**config.mk**
```make
export PLATFORM = sky130hd
export DESIGN_NAME = rc4ms_engine
export DESIGN_NICKNAME = d
export VERILOG_FILES = /design/src/hdl/rc4ms_pkg.sv /design/src/hdl/rc4ms_engine.sv
export SDC_FILE = /design/constraint.sdc
export NUM_CORES = 1
export LEC_CHECK = 0
export BUFFER_PORTS_ARGS = -buffer_cell sky130_fd_sc_hd__buf_2
export CELL_PAD_IN_SITES_DETAIL_PLACEMENT = 0
export CELL_PAD_IN_SITES_GLOBAL_PLACEMENT = 1
export CORE_MARGIN = 2
export CORE_UTILIZATION = 44
export DETAILED_ROUTE_END_ITERATION = 8
export PLACE_DENSITY_LB_ADDON = 0.08
export SLEW_MARGIN = 20
export SYNTH_ARGS = -nofsm -noshare
export SYNTH_HDL_FRONTEND = slang
export SYNTH_SLANG_ARGS = --single-unit
export TNS_END_PERCENT = 100
```
**constraint.sdc**
```tcl
create_clock -name clk -period 3.22 [get_ports clk]
set_clock_uncertainty 0.2 [all_clocks]
set_input_delay 0.322 -clock clk [delete_from_list [all_inputs] [get_ports clk]]
set_output_delay 0.322 -clock clk [all_outputs]
set_load 0.1 [all_outputs]
```
**src/hdl/rc4ms_pkg.sv**
```systemverilog
// shared types and constants for the multi-stream rc4 keystream block
// no dependencies
package rc4ms_pkg;

  localparam int BYTE_W      = 8;
  localparam int STREAM_W    = 3;
  localparam int S_TDATA_W   = 24;
  localparam int S_TUSER_W   = 3;
  localparam int M_TDATA_W   = 8;
  localparam int M_TUSER_W   = 3;

  // item kinds
  typedef enum logic [1:0] {
    KIND_PERM = 2'd0,
    KIND_IJ   = 2'd1,
    KIND_ROT  = 2'd2,
    KIND_DATA = 2'd3
  } kind_t;

  // phases of one keystream step
  typedef enum logic [1:0] {
    PH_IDLE = 2'd0,
    PH_RD_B = 2'd1,
    PH_RD_T = 2'd2,
    PH_WR_B = 2'd3
  } phase_t;

  // one input request as handed to the engine
  typedef struct packed {
    kind_t                kind;
    logic [STREAM_W-1:0]  stream;
    logic [BYTE_W-1:0]    index;
    logic [BYTE_W-1:0]    value;
    logic                 start_block;
  } req_t;

endpackage

```
**src/hdl/rc4ms_engine.sv**
```systemverilog
// keystream engine: sequences reads and writes of the permutation store,
// keeps the per-stream i/j indices, the rotation pointer and the result register
// depends on rc4ms_pkg
module rc4ms_engine #(
  parameter int NUM_STREAMS = 8,
  parameter int SW          = 3,
  parameter int AW          = 11
) (
  input  logic                      clk,
  input  logic                      rst,
  input  logic                      req_valid,
  input  rc4ms_pkg::req_t           req,
  output logic                      req_take,
  output logic                      mem_we,
  output logic [AW-1:0]             mem_waddr,
  output logic [7:0]                mem_wdata,
  output logic                      mem_re,
  output logic [AW-1:0]             mem_raddr,
  input  logic [7:0]                mem_rdata,
  output logic                      out_valid,
  input  logic                      out_ready,
  output logic [7:0]                out_byte,
  output logic [2:0]                stream_used
);
  import rc4ms_pkg::*;

  phase_t      phase, phase_next;
  logic [7:0]  i_arr [NUM_STREAMS];
  logic [7:0]  j_arr [NUM_STREAMS];
  logic [SW-1:0] rot;
  logic [SW-1:0] cur_s;
  logic [7:0]  a_reg, b_reg, t_reg, j_cur, sa, val_reg;

  logic          out_free, can_start, take_data, ld_ok;
  logic [7:0]    stream_ext, cur_ext;
  logic [SW-1:0] ld_idx, rot_inc, s_new, rot_load;
  logic [7:0]    a_new, b_new, t_new, key;
  logic [4:0]    rv;

  // request decode and index arithmetic
  always_comb begin
    out_free   = !out_valid || out_ready;
    can_start  = (phase == PH_IDLE) ||
                 ((phase == PH_WR_B) && out_free && (req.kind != KIND_PERM));
    req_take   = req_valid && can_start;
    take_data  = req_take && (req.kind == KIND_DATA);
    stream_ext = 8'(req.stream);
    ld_idx     = stream_ext[SW-1:0];
    ld_ok      = int'(req.stream) < NUM_STREAMS;
    rot_inc    = (rot == SW'(NUM_STREAMS - 1)) ? '0 : rot + 1'b1;
    s_new      = req.start_block ? rot_inc : rot;
    a_new      = i_arr[s_new] + 8'd1;
    b_new      = j_cur + mem_rdata;
    t_new      = sa + mem_rdata;
    // s[t] read raced the swap: t == b still holds the old s[b]
    key        = (t_reg == b_reg) ? sa : mem_rdata;
    cur_ext    = 8'(cur_s);
    // pointer load reduced modulo the stream count
    rv = 5'(req.stream);
    for (int k = 0; k < 8; k++) begin
      if (rv >= 5'(NUM_STREAMS)) begin
        rv = rv - 5'(NUM_STREAMS);
      end
    end
    rot_load = rv[SW-1:0];
  end

  // phase sequencing and memory port control
  always_comb begin
    phase_next = phase;
    mem_we     = 1'b0;
    mem_waddr  = '0;
    mem_wdata  = '0;
    mem_re     = 1'b0;
    mem_raddr  = '0;
    unique case (phase)
      PH_IDLE: begin
        if (take_data) begin
          phase_next = PH_RD_B;
        end
      end
      PH_RD_B: begin
        mem_re     = 1'b1;
        mem_raddr  = {cur_s, b_new};
        phase_next = PH_RD_T;
      end
      PH_RD_T: begin
        mem_we     = 1'b1;
        mem_waddr  = {cur_s, a_reg};
        mem_wdata  = mem_rdata;
        mem_re     = 1'b1;
        mem_raddr  = {cur_s, t_new};
        phase_next = PH_WR_B;
      end
      PH_WR_B: begin
        mem_we    = 1'b1;
        mem_waddr = {cur_s, b_reg};
        mem_wdata = sa;
        if (out_free) begin
          phase_next = take_data ? PH_RD_B : PH_IDLE;
        end
      end
      default: begin
        phase_next = PH_IDLE;
      end
    endcase
    // first read of a new step; back to back it overlaps the last write of the previous one
    if (take_data) begin
      mem_re    = 1'b1;
      mem_raddr = {s_new, a_new};
    end
    // permutation load, only taken while the write port is free
    if (req_take && (req.kind == KIND_PERM) && ld_ok) begin
      mem_we    = 1'b1;
      mem_waddr = {ld_idx, req.index};
      mem_wdata = req.value;
    end
  end

  // control state
  always_ff @(posedge clk) begin
    if (rst) begin
      phase     <= PH_IDLE;
      rot       <= '0;
      out_valid <= 1'b0;
      for (int n = 0; n < NUM_STREAMS; n++) begin
        i_arr[n] <= '0;
        j_arr[n] <= '0;
      end
    end else begin
      phase <= phase_next;
      if (req_take && (req.kind == KIND_ROT)) begin
        rot <= rot_load;
      end else if (take_data) begin
        rot <= s_new;
      end
      if (req_take && (req.kind == KIND_IJ) && ld_ok) begin
        i_arr[ld_idx] <= req.index;
        j_arr[ld_idx] <= req.value;
      end
      if (phase == PH_RD_B) begin
        i_arr[cur_s] <= a_reg;
        j_arr[cur_s] <= b_new;
      end
      if ((phase == PH_WR_B) && out_free) begin
        out_valid <= 1'b1;
      end else if (out_ready) begin
        out_valid <= 1'b0;
      end
    end
  end

  // step payload and result
  always_ff @(posedge clk) begin
    if (take_data) begin
      cur_s   <= s_new;
      a_reg   <= a_new;
      j_cur   <= j_arr[s_new];
      val_reg <= req.value;
    end
    if (phase == PH_RD_B) begin
      sa    <= mem_rdata;
      b_reg <= b_new;
    end
    if (phase == PH_RD_T) begin
      t_reg <= t_new;
    end
    if ((phase == PH_WR_B) && out_free) begin
      out_byte    <= val_reg ^ key;
      stream_used <= cur_ext[2:0];
    end
  end

endmodule

```
---- Word level (Yosys, flattened, before mapping) ----
Memories as Yosys holds them, arrays and structs flattened. A register that Yosys moved wholly into a read port is not among the register bits.
Cells that the tools add are included.
storage, ports and cells
  flip-flop bits (word level) ............. 60
  memory bits (writable) .................. 128
  input port bits ......................... 34
  output and inout bits ................... 45
  logic and storage cells ................. 91
  memories ................................ 2
memories
  name   words  bits a word  read ports  clocked after memory_dff  wr ports  line                source
  i_arr  8      8            1           0                         8         rc4ms_engine.sv:28  logic [7:0] i_arr [NUM_STREAMS];
  j_arr  8      8            1           1                         8         rc4ms_engine.sv:29  logic [7:0] j_arr [NUM_STREAMS];
operators by class
  add/subtract/negate cells ............... 4
  equal/unequal tests ..................... 10
  mux-type cells .......................... 41
  bitwise gates (word level) .............. 1
  reduce and logical (&&, ||, !) cells .... 22
operator list
  cell                                                             number
  8-bit two-way mux                                                6
  11-bit case mux with 2 select lines                              2
  8-bit OR reduction                                               4
  3-bit two-way mux                                                8
  11-bit two-way mux                                               2
  1-bit two-way mux                                                19
  8-bit adder                                                      2
  8-bit case mux with 2 select lines                               1
  8-bit by 1-bit adder with 8-bit output, second input constant    1
  2-bit == test, second input constant                             4
  8-bit == test                                                    1
  2-bit case mux with 4 select lines                               1
  8-bit XOR                                                        1
  1-bit logical AND                                                7
  2-bit nonzero test                                               3
  2-bit by 1-bit == test with 1-bit output, second input constant  2
  2-bit logical NOT                                                2
  2-bit two-way mux                                                2
  2-bit != test, second input constant                             2
  2-bit OR reduction                                               2
  3-bit by 1-bit adder with 3-bit output, second input constant    1
  3-bit == test, second input constant                             1
  1-bit logical OR                                                 2
  2-bit AND reduction                                              1
  1-bit logical NOT                                                1

---- Longest topological paths before layout ----
Gate-level depths: netlist of the first run.
  word-level depth ........................ 13
  depth in mapped cells ................... 14
  depth with buffers taken out ............ 14

---- Worst setup path after synthesis of the first run ----
OpenSTA, ideal clock, no wires.
  path type ............................... reg-to-output
  from .................................... register out_valid
  to ...................................... output port mem_waddr[9]
  arrival ................................. 4.804 ns
  data required time ...................... 2.698 ns
  setup slack ............................. -2.106 ns
  stages on the path, launching flop included .. 8
  path buffers ............................ 1
  cells stage by stage .................... dfxtp_1 -> nor2b_1 -> nor2b_1 -> o21a_1 -> o21a_1 -> nor3b_1 -> clkbuf_1 -> o21ai_0
on the way
  word-level cells in the longest chain between the ends .. 8
ends and longest elaborated chain
  element                          line                 source
  start, declared                  rc4ms_engine.sv:20   output logic out_valid,
  start signal, assigned           rc4ms_engine.sv:125  out_valid <= 1'b0;
  start signal, assigned           rc4ms_engine.sv:146  out_valid <= 1'b1;
  start signal, assigned           rc4ms_engine.sv:148  out_valid <= 1'b0;
  1-bit logical NOT                rc4ms_engine.sv:42   out_free = !out_valid || out_ready;
  1-bit logical OR                 rc4ms_engine.sv:42
  1-bit logical AND (2 in series)  rc4ms_engine.sv:44   ((phase == PH_WR_B) && out_free && (req.kind != KIND_PERM));
  1-bit logical OR                 rc4ms_engine.sv:43   can_start = (phase == PH_IDLE) ||
  1-bit logical AND                rc4ms_engine.sv:45   req_take = req_valid && can_start;
  net req_take                     rc4ms_engine.sv:13   output logic req_take,
  1-bit logical AND                rc4ms_engine.sv:113  if (req_take && (req.kind == KIND_PERM) && ld_ok) begin
  11-bit two-way mux               rc4ms_engine.sv:113
  end, declared                    rc4ms_engine.sv:15   output logic [AW-1:0] mem_waddr,
The timed path passes the listed nets, and every way through them passes these cells.

---- Final worst setup path of the first run ----
  from .................................... register rot[1]
  to ...................................... output port mem_raddr[5]
on the way
  word-level cells in the longest chain between the ends .. 6
  elaborated cells on any way between the ends .. 7
  those cells by class .................... 2 x add/sub; 1 x eq/ne; 3 x mux; 1 x memory
ends and longest elaborated chain
  element                                                                  line                 source
  start, declared                                                          rc4ms_engine.sv:30   logic [SW-1:0] rot;
  start signal, assigned                                                   rc4ms_engine.sv:133  rot <= rot_load;
  start signal, assigned                                                   rc4ms_engine.sv:135  rot <= s_new;
  3-bit by 1-bit adder with 3-bit output or 3-bit == test (tied branches)  rc4ms_engine.sv:50   rot_inc = (rot == SW'(NUM_STREAMS - 1)) ? '0 : rot + 1'b1;
  3-bit two-way mux                                                        rc4ms_engine.sv:50
  3-bit two-way mux (*)                                                    rc4ms_engine.sv:51   s_new = req.start_block ? rot_inc : rot;
  memory 8 x 8 bit (*)                                                     --
  8-bit by 1-bit adder with 8-bit output (*)                               rc4ms_engine.sv:52   a_new = i_arr[s_new] + 8'd1;
  11-bit two-way mux (*)                                                   rc4ms_engine.sv:108  if (take_data) begin
  end, declared                                                            rc4ms_engine.sv:18   output logic [AW-1:0] mem_raddr,
Mark *: on every way between the ends. The rest lies on a longest branch, timed or not.

==> flow_summary.ini, run 1 <==
[outcome]
status = finished with violations
violations = negative setup slack

[global_route]
grt_pass1_wl_mm = 43.7
antenna_found_initial = 0
grt_max_degree = 38
grt_overflow = 0
grt_pass1_vias = 7350
grtUsageTotal_pct = 24.4

[cts]
numClockSinks = 196
cts_buffers = 17
clk_latency_ns = 0.44
cts-htree-levels = 4
cts_tree = done
cts_buffer_depth = 2
clkTransAtPathRegs_ns = 0.08
root_buffer = clkbuf_16

[setup_path]
crit_slowest_cell = mux4_2
r2r-start = rot[1]$_SDFFE_PP0P_
worstSetupEndpointType = output port
slowest_delay_ns = 0.53
critPathLaunchType = register
path_cells = ha_4 > ha_4 > nor3b_4 > nor2_8 > inv_4 > buf_12 > mux4_2 > a221oi_4 > buf_6 > buf_6 > nor3_4 > a211o_1 > nand3_4 > buf_12
r2r-end = a_reg[7]$_DFFE_PP_
critPathArrivalTime_ns = 3.38
r2r_slack_ns = -0.11
reg2regPathDepth = 15
crit_type = reg -> out
critPathMaxFanout = 6
worstPathRequired_ns = 2.70

[yosys]
async_flop_share_pct = 0
yosys.area.top_type = edfxtp_1
synth_edf_count = 190
yosysWarnings = 0
syn_nets = 957
syn-cell-area_sq_um = 9950
yosys.area.top_type_share_pct = 57.3
avgSynthCellArea_sq_um = 11.1
ys_seq_area_share_pct = 58.5
synth_cells = 899
yosys-top-cells-area = edfxtp_1 57%, nor2_1 5.7%, nand2_1 4.4%
synth_ff_type = edfxtp_1
ys_ff_latch = 196
synth_cell_type_count = 64

[layout]
drive_gt1_share_pct = 27.7
fin_util_pct = 58.8
top_regs = i_arr x64, j_arr x64
most-common-layout-cells = 190 x edfxtp_1, 149 x nor2_1, 113 x nand2_1
mostFrequentLayoutCell = edfxtp_1
layout.nets = 1138
nFillCells = 1853
fin_cells = 1377
diodes = 0
synthToLayoutAreaGrowth_pct = 32.6

[power_and_ir_drop]
seq_power_share_pct = 36.7
power_density_nw_per_um2 = 674
p_leak_nw = 5.18
intPower_mw = 5.49
clkPwrFrac_pct = 23.7
ir_drop_uv = 343
power.switching_mw = 3.41
swShare_pct = 38.3
combinationalPowerShare_pct = 39.6

[timing]
setup_viol = 9
post-route-period-util_pct = 121
hold_slack_ns = 0.0285
min_period_ns = 3.90
tightest_slew_ns = 0.799
slew_violations = 0
rsz0062_at_grt = true
slew_headroom_pct = 45.2
finalHoldViolations = 0
layout_setup_ws_ns = -0.679
fmaxAchievable_ghz = 0.256

[min_path]
min_from = mem_rdata[1]
holdPathEnd = sa[1]$_DFFE_PN_
worstHoldPathCells = 1
hold_path_class = in -> reg

[job]
maxCapViolCount = 0

[floorplanning]
fp.coreArea_sq_um = 22400
die_y_um = 154
dieArea_sq_um = 23800
num_rows = 55
pin_count = 79
die-width_um = 154
start_util_pct = 44.4

[placement]
place_inst = 1311
hpwl_mm = 20.9
gp_congestion = 0.909
dpl_worst_slack_ns = -0.291
place.port_buffers = 78

[detailed_routing]
wire_per_inst_um = 21.0
drcViolationCount = 0
postRouteAntennaNets = 0
dr.pass1.iters = 5
drt_wl_total_mm = 28.9
avgViaCountPerCell = 5.55
vias = 7639
drt-initial-drc-count = 600
==> synthesized netlist by cell type (4+ instances only) <==
cell and instances:
o21ai_0 42, nor3_1 8, a21oi_1 18, edfxtp_1 190, nor2b_1 7, nand3_1 67
nand2_1 118, o21a_1 5, inv_1 17, mux4_2 4, xor2_1 12, nor3b_1 4
a22o_1 4, nand2b_1 18, ha_1 22, nor2_1 150, dfxtp_1 6, xnor2_1 21
clkbuf_1 41, a22oi_1 24, nand4_1 4, mux2i_1 44, a211oi_1 4
==> worst max-delay path, delay by kind of cell (launching register included) <==
kind | cells | cell delay (ns)
compound gates | 2 | 0.58
fa+ha+maj | 2 | 0.33
buf+inv | 5 | 0.63
flops | 1 | 0.34
mux | 1 | 0.53
simple gates | 4 | 0.52
==> power groups by stage <==
stage | sequential (mW) | combinational, mW | clock (mW)
global route | 3.29 | 3.72 | 2.24
finish | 3.27 | 3.53 | 2.11
CTS | 3.26 | 3.41 | 2.14
detailed placement | 3.32 | 3.32 | 0
global placement | 3.31 | 3.28 | 0
floorplan | 3.31 | 2.06 | 0
==> cells by family after synthesis <==
family	count (synthesis)	share of synthesized area, %
AOI/OAI and AO/OA	133	9.14
buffers and inverters	67	2.70
DFF	196	58.5
muxes	51	5.78
adders and majority gates	24	3.17
xor gates and xnor gates	33	2.90
and+or+nand+nor	395	17.8
==> how the worst max path moves through the flow <==
| stage | depth (start not counted) | slack, ns | endpoint | start |
|---|---|---|---|---|
| 6_report | 14 | -0.68 | mem_raddr[5] | rot[1]$_SDFFE_PP0P_ |
| 5_1_grt | 14 | -0.75 | mem_raddr[4] | rot[1]$_SDFFE_PP0P_ |
| 4_1_cts | 12 | -0.67 | mem_raddr[5] | rot[0]$_SDFFE_PP0P_ |
| 3_5_place_dp | 15 | -0.29 | mem_raddr[6] | rot[0]$_SDFFE_PP0P_ |
| 3_3_place_gp | 15 | -0.24 | mem_raddr[6] | rot[0]$_SDFFE_PP0P_ |
| 2_1_floorplan | 9 | -0.36 | mem_raddr[3] | rot[1]$_SDFFE_PP0P_ |
==> final cells by class <==
class                           instances  area, sq um  share of cell area, %
Tap cell                              285          357                   2.70
Sequential cell                       196         5830                   44.2
Clock inverter                         14          164                   1.24
Inverter                               19         73.8                  0.559
Multi-Input combinational cell        636         4340                   32.9
Clock buffer                           17          425                   3.22
Timing Repair Buffer                  210         2010                   15.2
==> layer usage <==
layer | track usage [%] | routed length (um) | up-vias
met3 | 3.47 | 1510 | 32
met5 | 0 | 0 | -
met2 | 39.6 | 13800 | 247
met1 | 35.3 | 13100 | 3751
met4 | 5.29 | 381 | 0
li1 | - | - | 3609
==> timing repair <==
item,in CTS,in global routing
resized for setup,14,24
hold buffers,16,0
endpoints found under the setup margin,25,29
setup buffers,8,11
hold endpoints to repair,16,0
pin swaps,12,16
==> metrics by stage <==
stage	power (mW)	setup TNS (ns)	instance area (sq um)
finish	8.90	-4.07	13200
global route	9.25	-4.75	13200
CTS	8.82	-4.61	13000
detailed placement	6.64	-0.936	12100
global placement	6.59	-0.601	12100
floorplan	5.37	-0.836	10300
Power figures use the tool's default switching activity.
==> run 2: changes to the inputs <==
--- a/config.mk
+++ b/config.mk
@@ -8,11 +8,13 @@
 export BUFFER_PORTS_ARGS = -buffer_cell sky130_fd_sc_hd__buf_2
 export CELL_PAD_IN_SITES_DETAIL_PLACEMENT = 0
 export CELL_PAD_IN_SITES_GLOBAL_PLACEMENT = 1
+export CORE_ASPECT_RATIO = 1.75
 export CORE_MARGIN = 2
 export CORE_UTILIZATION = 44
 export DETAILED_ROUTE_END_ITERATION = 8
 export PLACE_DENSITY_LB_ADDON = 0.08
-export SLEW_MARGIN = 20
+export SETUP_SLACK_MARGIN = 0.2
+export SLEW_MARGIN = 25
 export SYNTH_ARGS = -nofsm -noshare
 export SYNTH_HDL_FRONTEND = slang
 export SYNTH_SLANG_ARGS = --single-unit
==> run 2 against run 1 <==
  * The run still ends with negative setup slack left
  * Register-to-register slack gained 0.12 ns
  * Die area grew 0.20%
  * Via count grew 0.47%
  * Maximum frequency grew 0.47%
  * Clock power grew 9%
  * First-iteration DRC count shrank 21%
==> flow_summary.ini, run 2 (synthesis gave the netlist of run 1 again) <==
[outcome]
status = finished with violations
violations = negative setup slack

[timing]
slew_headroom_pct = 42.3
fmaxAchievable_ghz = 0.258
setup_tns_ns = -3.58
slew_violations = 0
finalHoldViolations = 0
rsz0062_at_grt = true
layout_setup_ws_ns = -0.661
post-route-period-util_pct = 121
min_period_ns = 3.88
tightest_slew_ns = 0.842
setup_viol = 7

[global_route]
grt_pass1_wl_mm = 45.5
grt_pass1_vias = 7877
grt_max_degree = 38
grt_overflow = 0
antenna_found_initial = 0
grtUsageTotal_pct = 25.3

[floorplanning]
die_y_um = 203
pin_count = 79
die-width_um = 118
start_util_pct = 44.9
dieArea_sq_um = 23900
fp.coreArea_sq_um = 22200
num_rows = 72

[setup_path]
slowest_delay_ns = 0.53
critPathArrivalTime_ns = 3.36
critPathLaunchType = register
crit_top_cell = ha_4
worstPathRequired_ns = 2.70
crit_slowest_cell = mux4_2
worstSetupEndpointType = output port
cp_num_buf_inv = 3
critPathMaxFanout = 5
path_cells = ha_4 > ha_4 > nor3b_4 > nor2_8 > clkinv_4 > mux4_2 > a221oi_4 > buf_4 > nor4_4 > xnor2_2 > o2bb2ai_4 > buf_12
cp_top_family = compound AO/OA/AOI/OAI gates
crit_type = reg -> out

[layout]
mostFrequentLayoutCell = edfxtp_1
layout.nets = 1129
synthToLayoutAreaGrowth_pct = 35.0
fin_util_pct = 60.6
diodes = 0
drive_gt1_share_pct = 29.8
top_regs = i_arr x64, j_arr x64
fin_cells = 1380
most-common-layout-cells = 190 x edfxtp_1, 148 x nor2_1, 98 x nand2_1
final_cell_area_sq_um = 13400

[placement]
place.port_buffers = 78
gp_congestion = 0.935
dpl_worst_slack_ns = -0.229
hpwl_mm = 21.8
place_area_sq_um = 12200
place_inst = 1312

[detailed_routing]
drt_wl_total_mm = 29.7
drt-initial-drc-count = 472
avgViaCountPerCell = 5.56
drcViolationCount = 0
postRouteAntennaNets = 0
dr.pass1.iters = 5
wire_per_inst_um = 21.5
vias = 7675

[cts]
root_buffer = clkbuf_16
cts_buffer_depth = 2
clk_latency_ns = 0.45
cts_tree = done
numClockSinks = 196
clkTransAtPathRegs_ns = 0.07
cts_buffers = 17
cts-htree-levels = 4

[power_and_ir_drop]
p_leak_nw = 5.22
ir_drop_uv = 472
power_density_nw_per_um2 = 684

[job]
maxCapViolCount = 0

[min_path]
hold_path_class = in -> reg
-- run 2: layer usage --
layer  vias to the layer above  GRT usage (%)  wire length (um)
li1                       3592              -                 -
met1                      3818           29.1             11000
met2                       220           47.2             16500
met3                        45           3.26              1180
met4                         0           10.2              1020
met5                         -              0                 0
-- run 2: final timing paths --
kind                         from                      to  slack (ns)  cells past startpoint
max           rot[0]$_SDFFE_PP0P_            mem_raddr[6]       -0.66                     12
min reg2reg  val_reg[3]$_DFFE_PP_   out_byte[3]$_DFFE_PP_        0.35                      1
max reg2reg   rot[0]$_SDFFE_PP0P_      a_reg[7]$_DFFE_PP_        0.01                     12
min                     out_ready  out_valid$_SDFFE_PP0P_        0.03                      4
-- run 2: worst min-delay path, stage by stage --
cell     delay, ns
buf_2         0.10
nor2b_4       0.05
nor2_1        0.09
nor2_1        0.06
-- run 2: what timing repair did --
action / in CTS / in global routing
setup endpoints to repair: 34 / 100
hold endpoints to repair: 16 / 0
gates resized for setup: 15 / 56
hold buffers: 16 / 0
setup buffers: 6 / 13
cloned: 0 / 1
pin swaps: 4 / 19
-- run 2: area by class of cell --
cell class                 instances  area, sq um
fill                            1837         8720
inverter                          19         76.3
tap                              296          370
timing repair buffer             201         1990
sequential                       196         5840
multi-input combinational        636         4540
clock buffer                      19          433
clock inverter                    13          194
-- run 2: power breakdown --
| group | switching, mW | total [mW] | internal, mW |
|---|---|---|---|
| registers | 0.133 | 3.26 | 3.13 |
| clock network | 0.971 | 2.29 | 1.32 |
| logic | 2.31 | 3.64 | 1.33 |
-- run 2: metrics by stage --
stage	hold WS [ns]	total power, mW
2_1_floorplan	0.221	5.43
3_3_place_gp	0.331	6.66
3_5_place_dp	0.335	6.71
4_1_cts	0.0120	9.06
5_1_grt	0.0286	9.52
6_report	0.0283	9.19
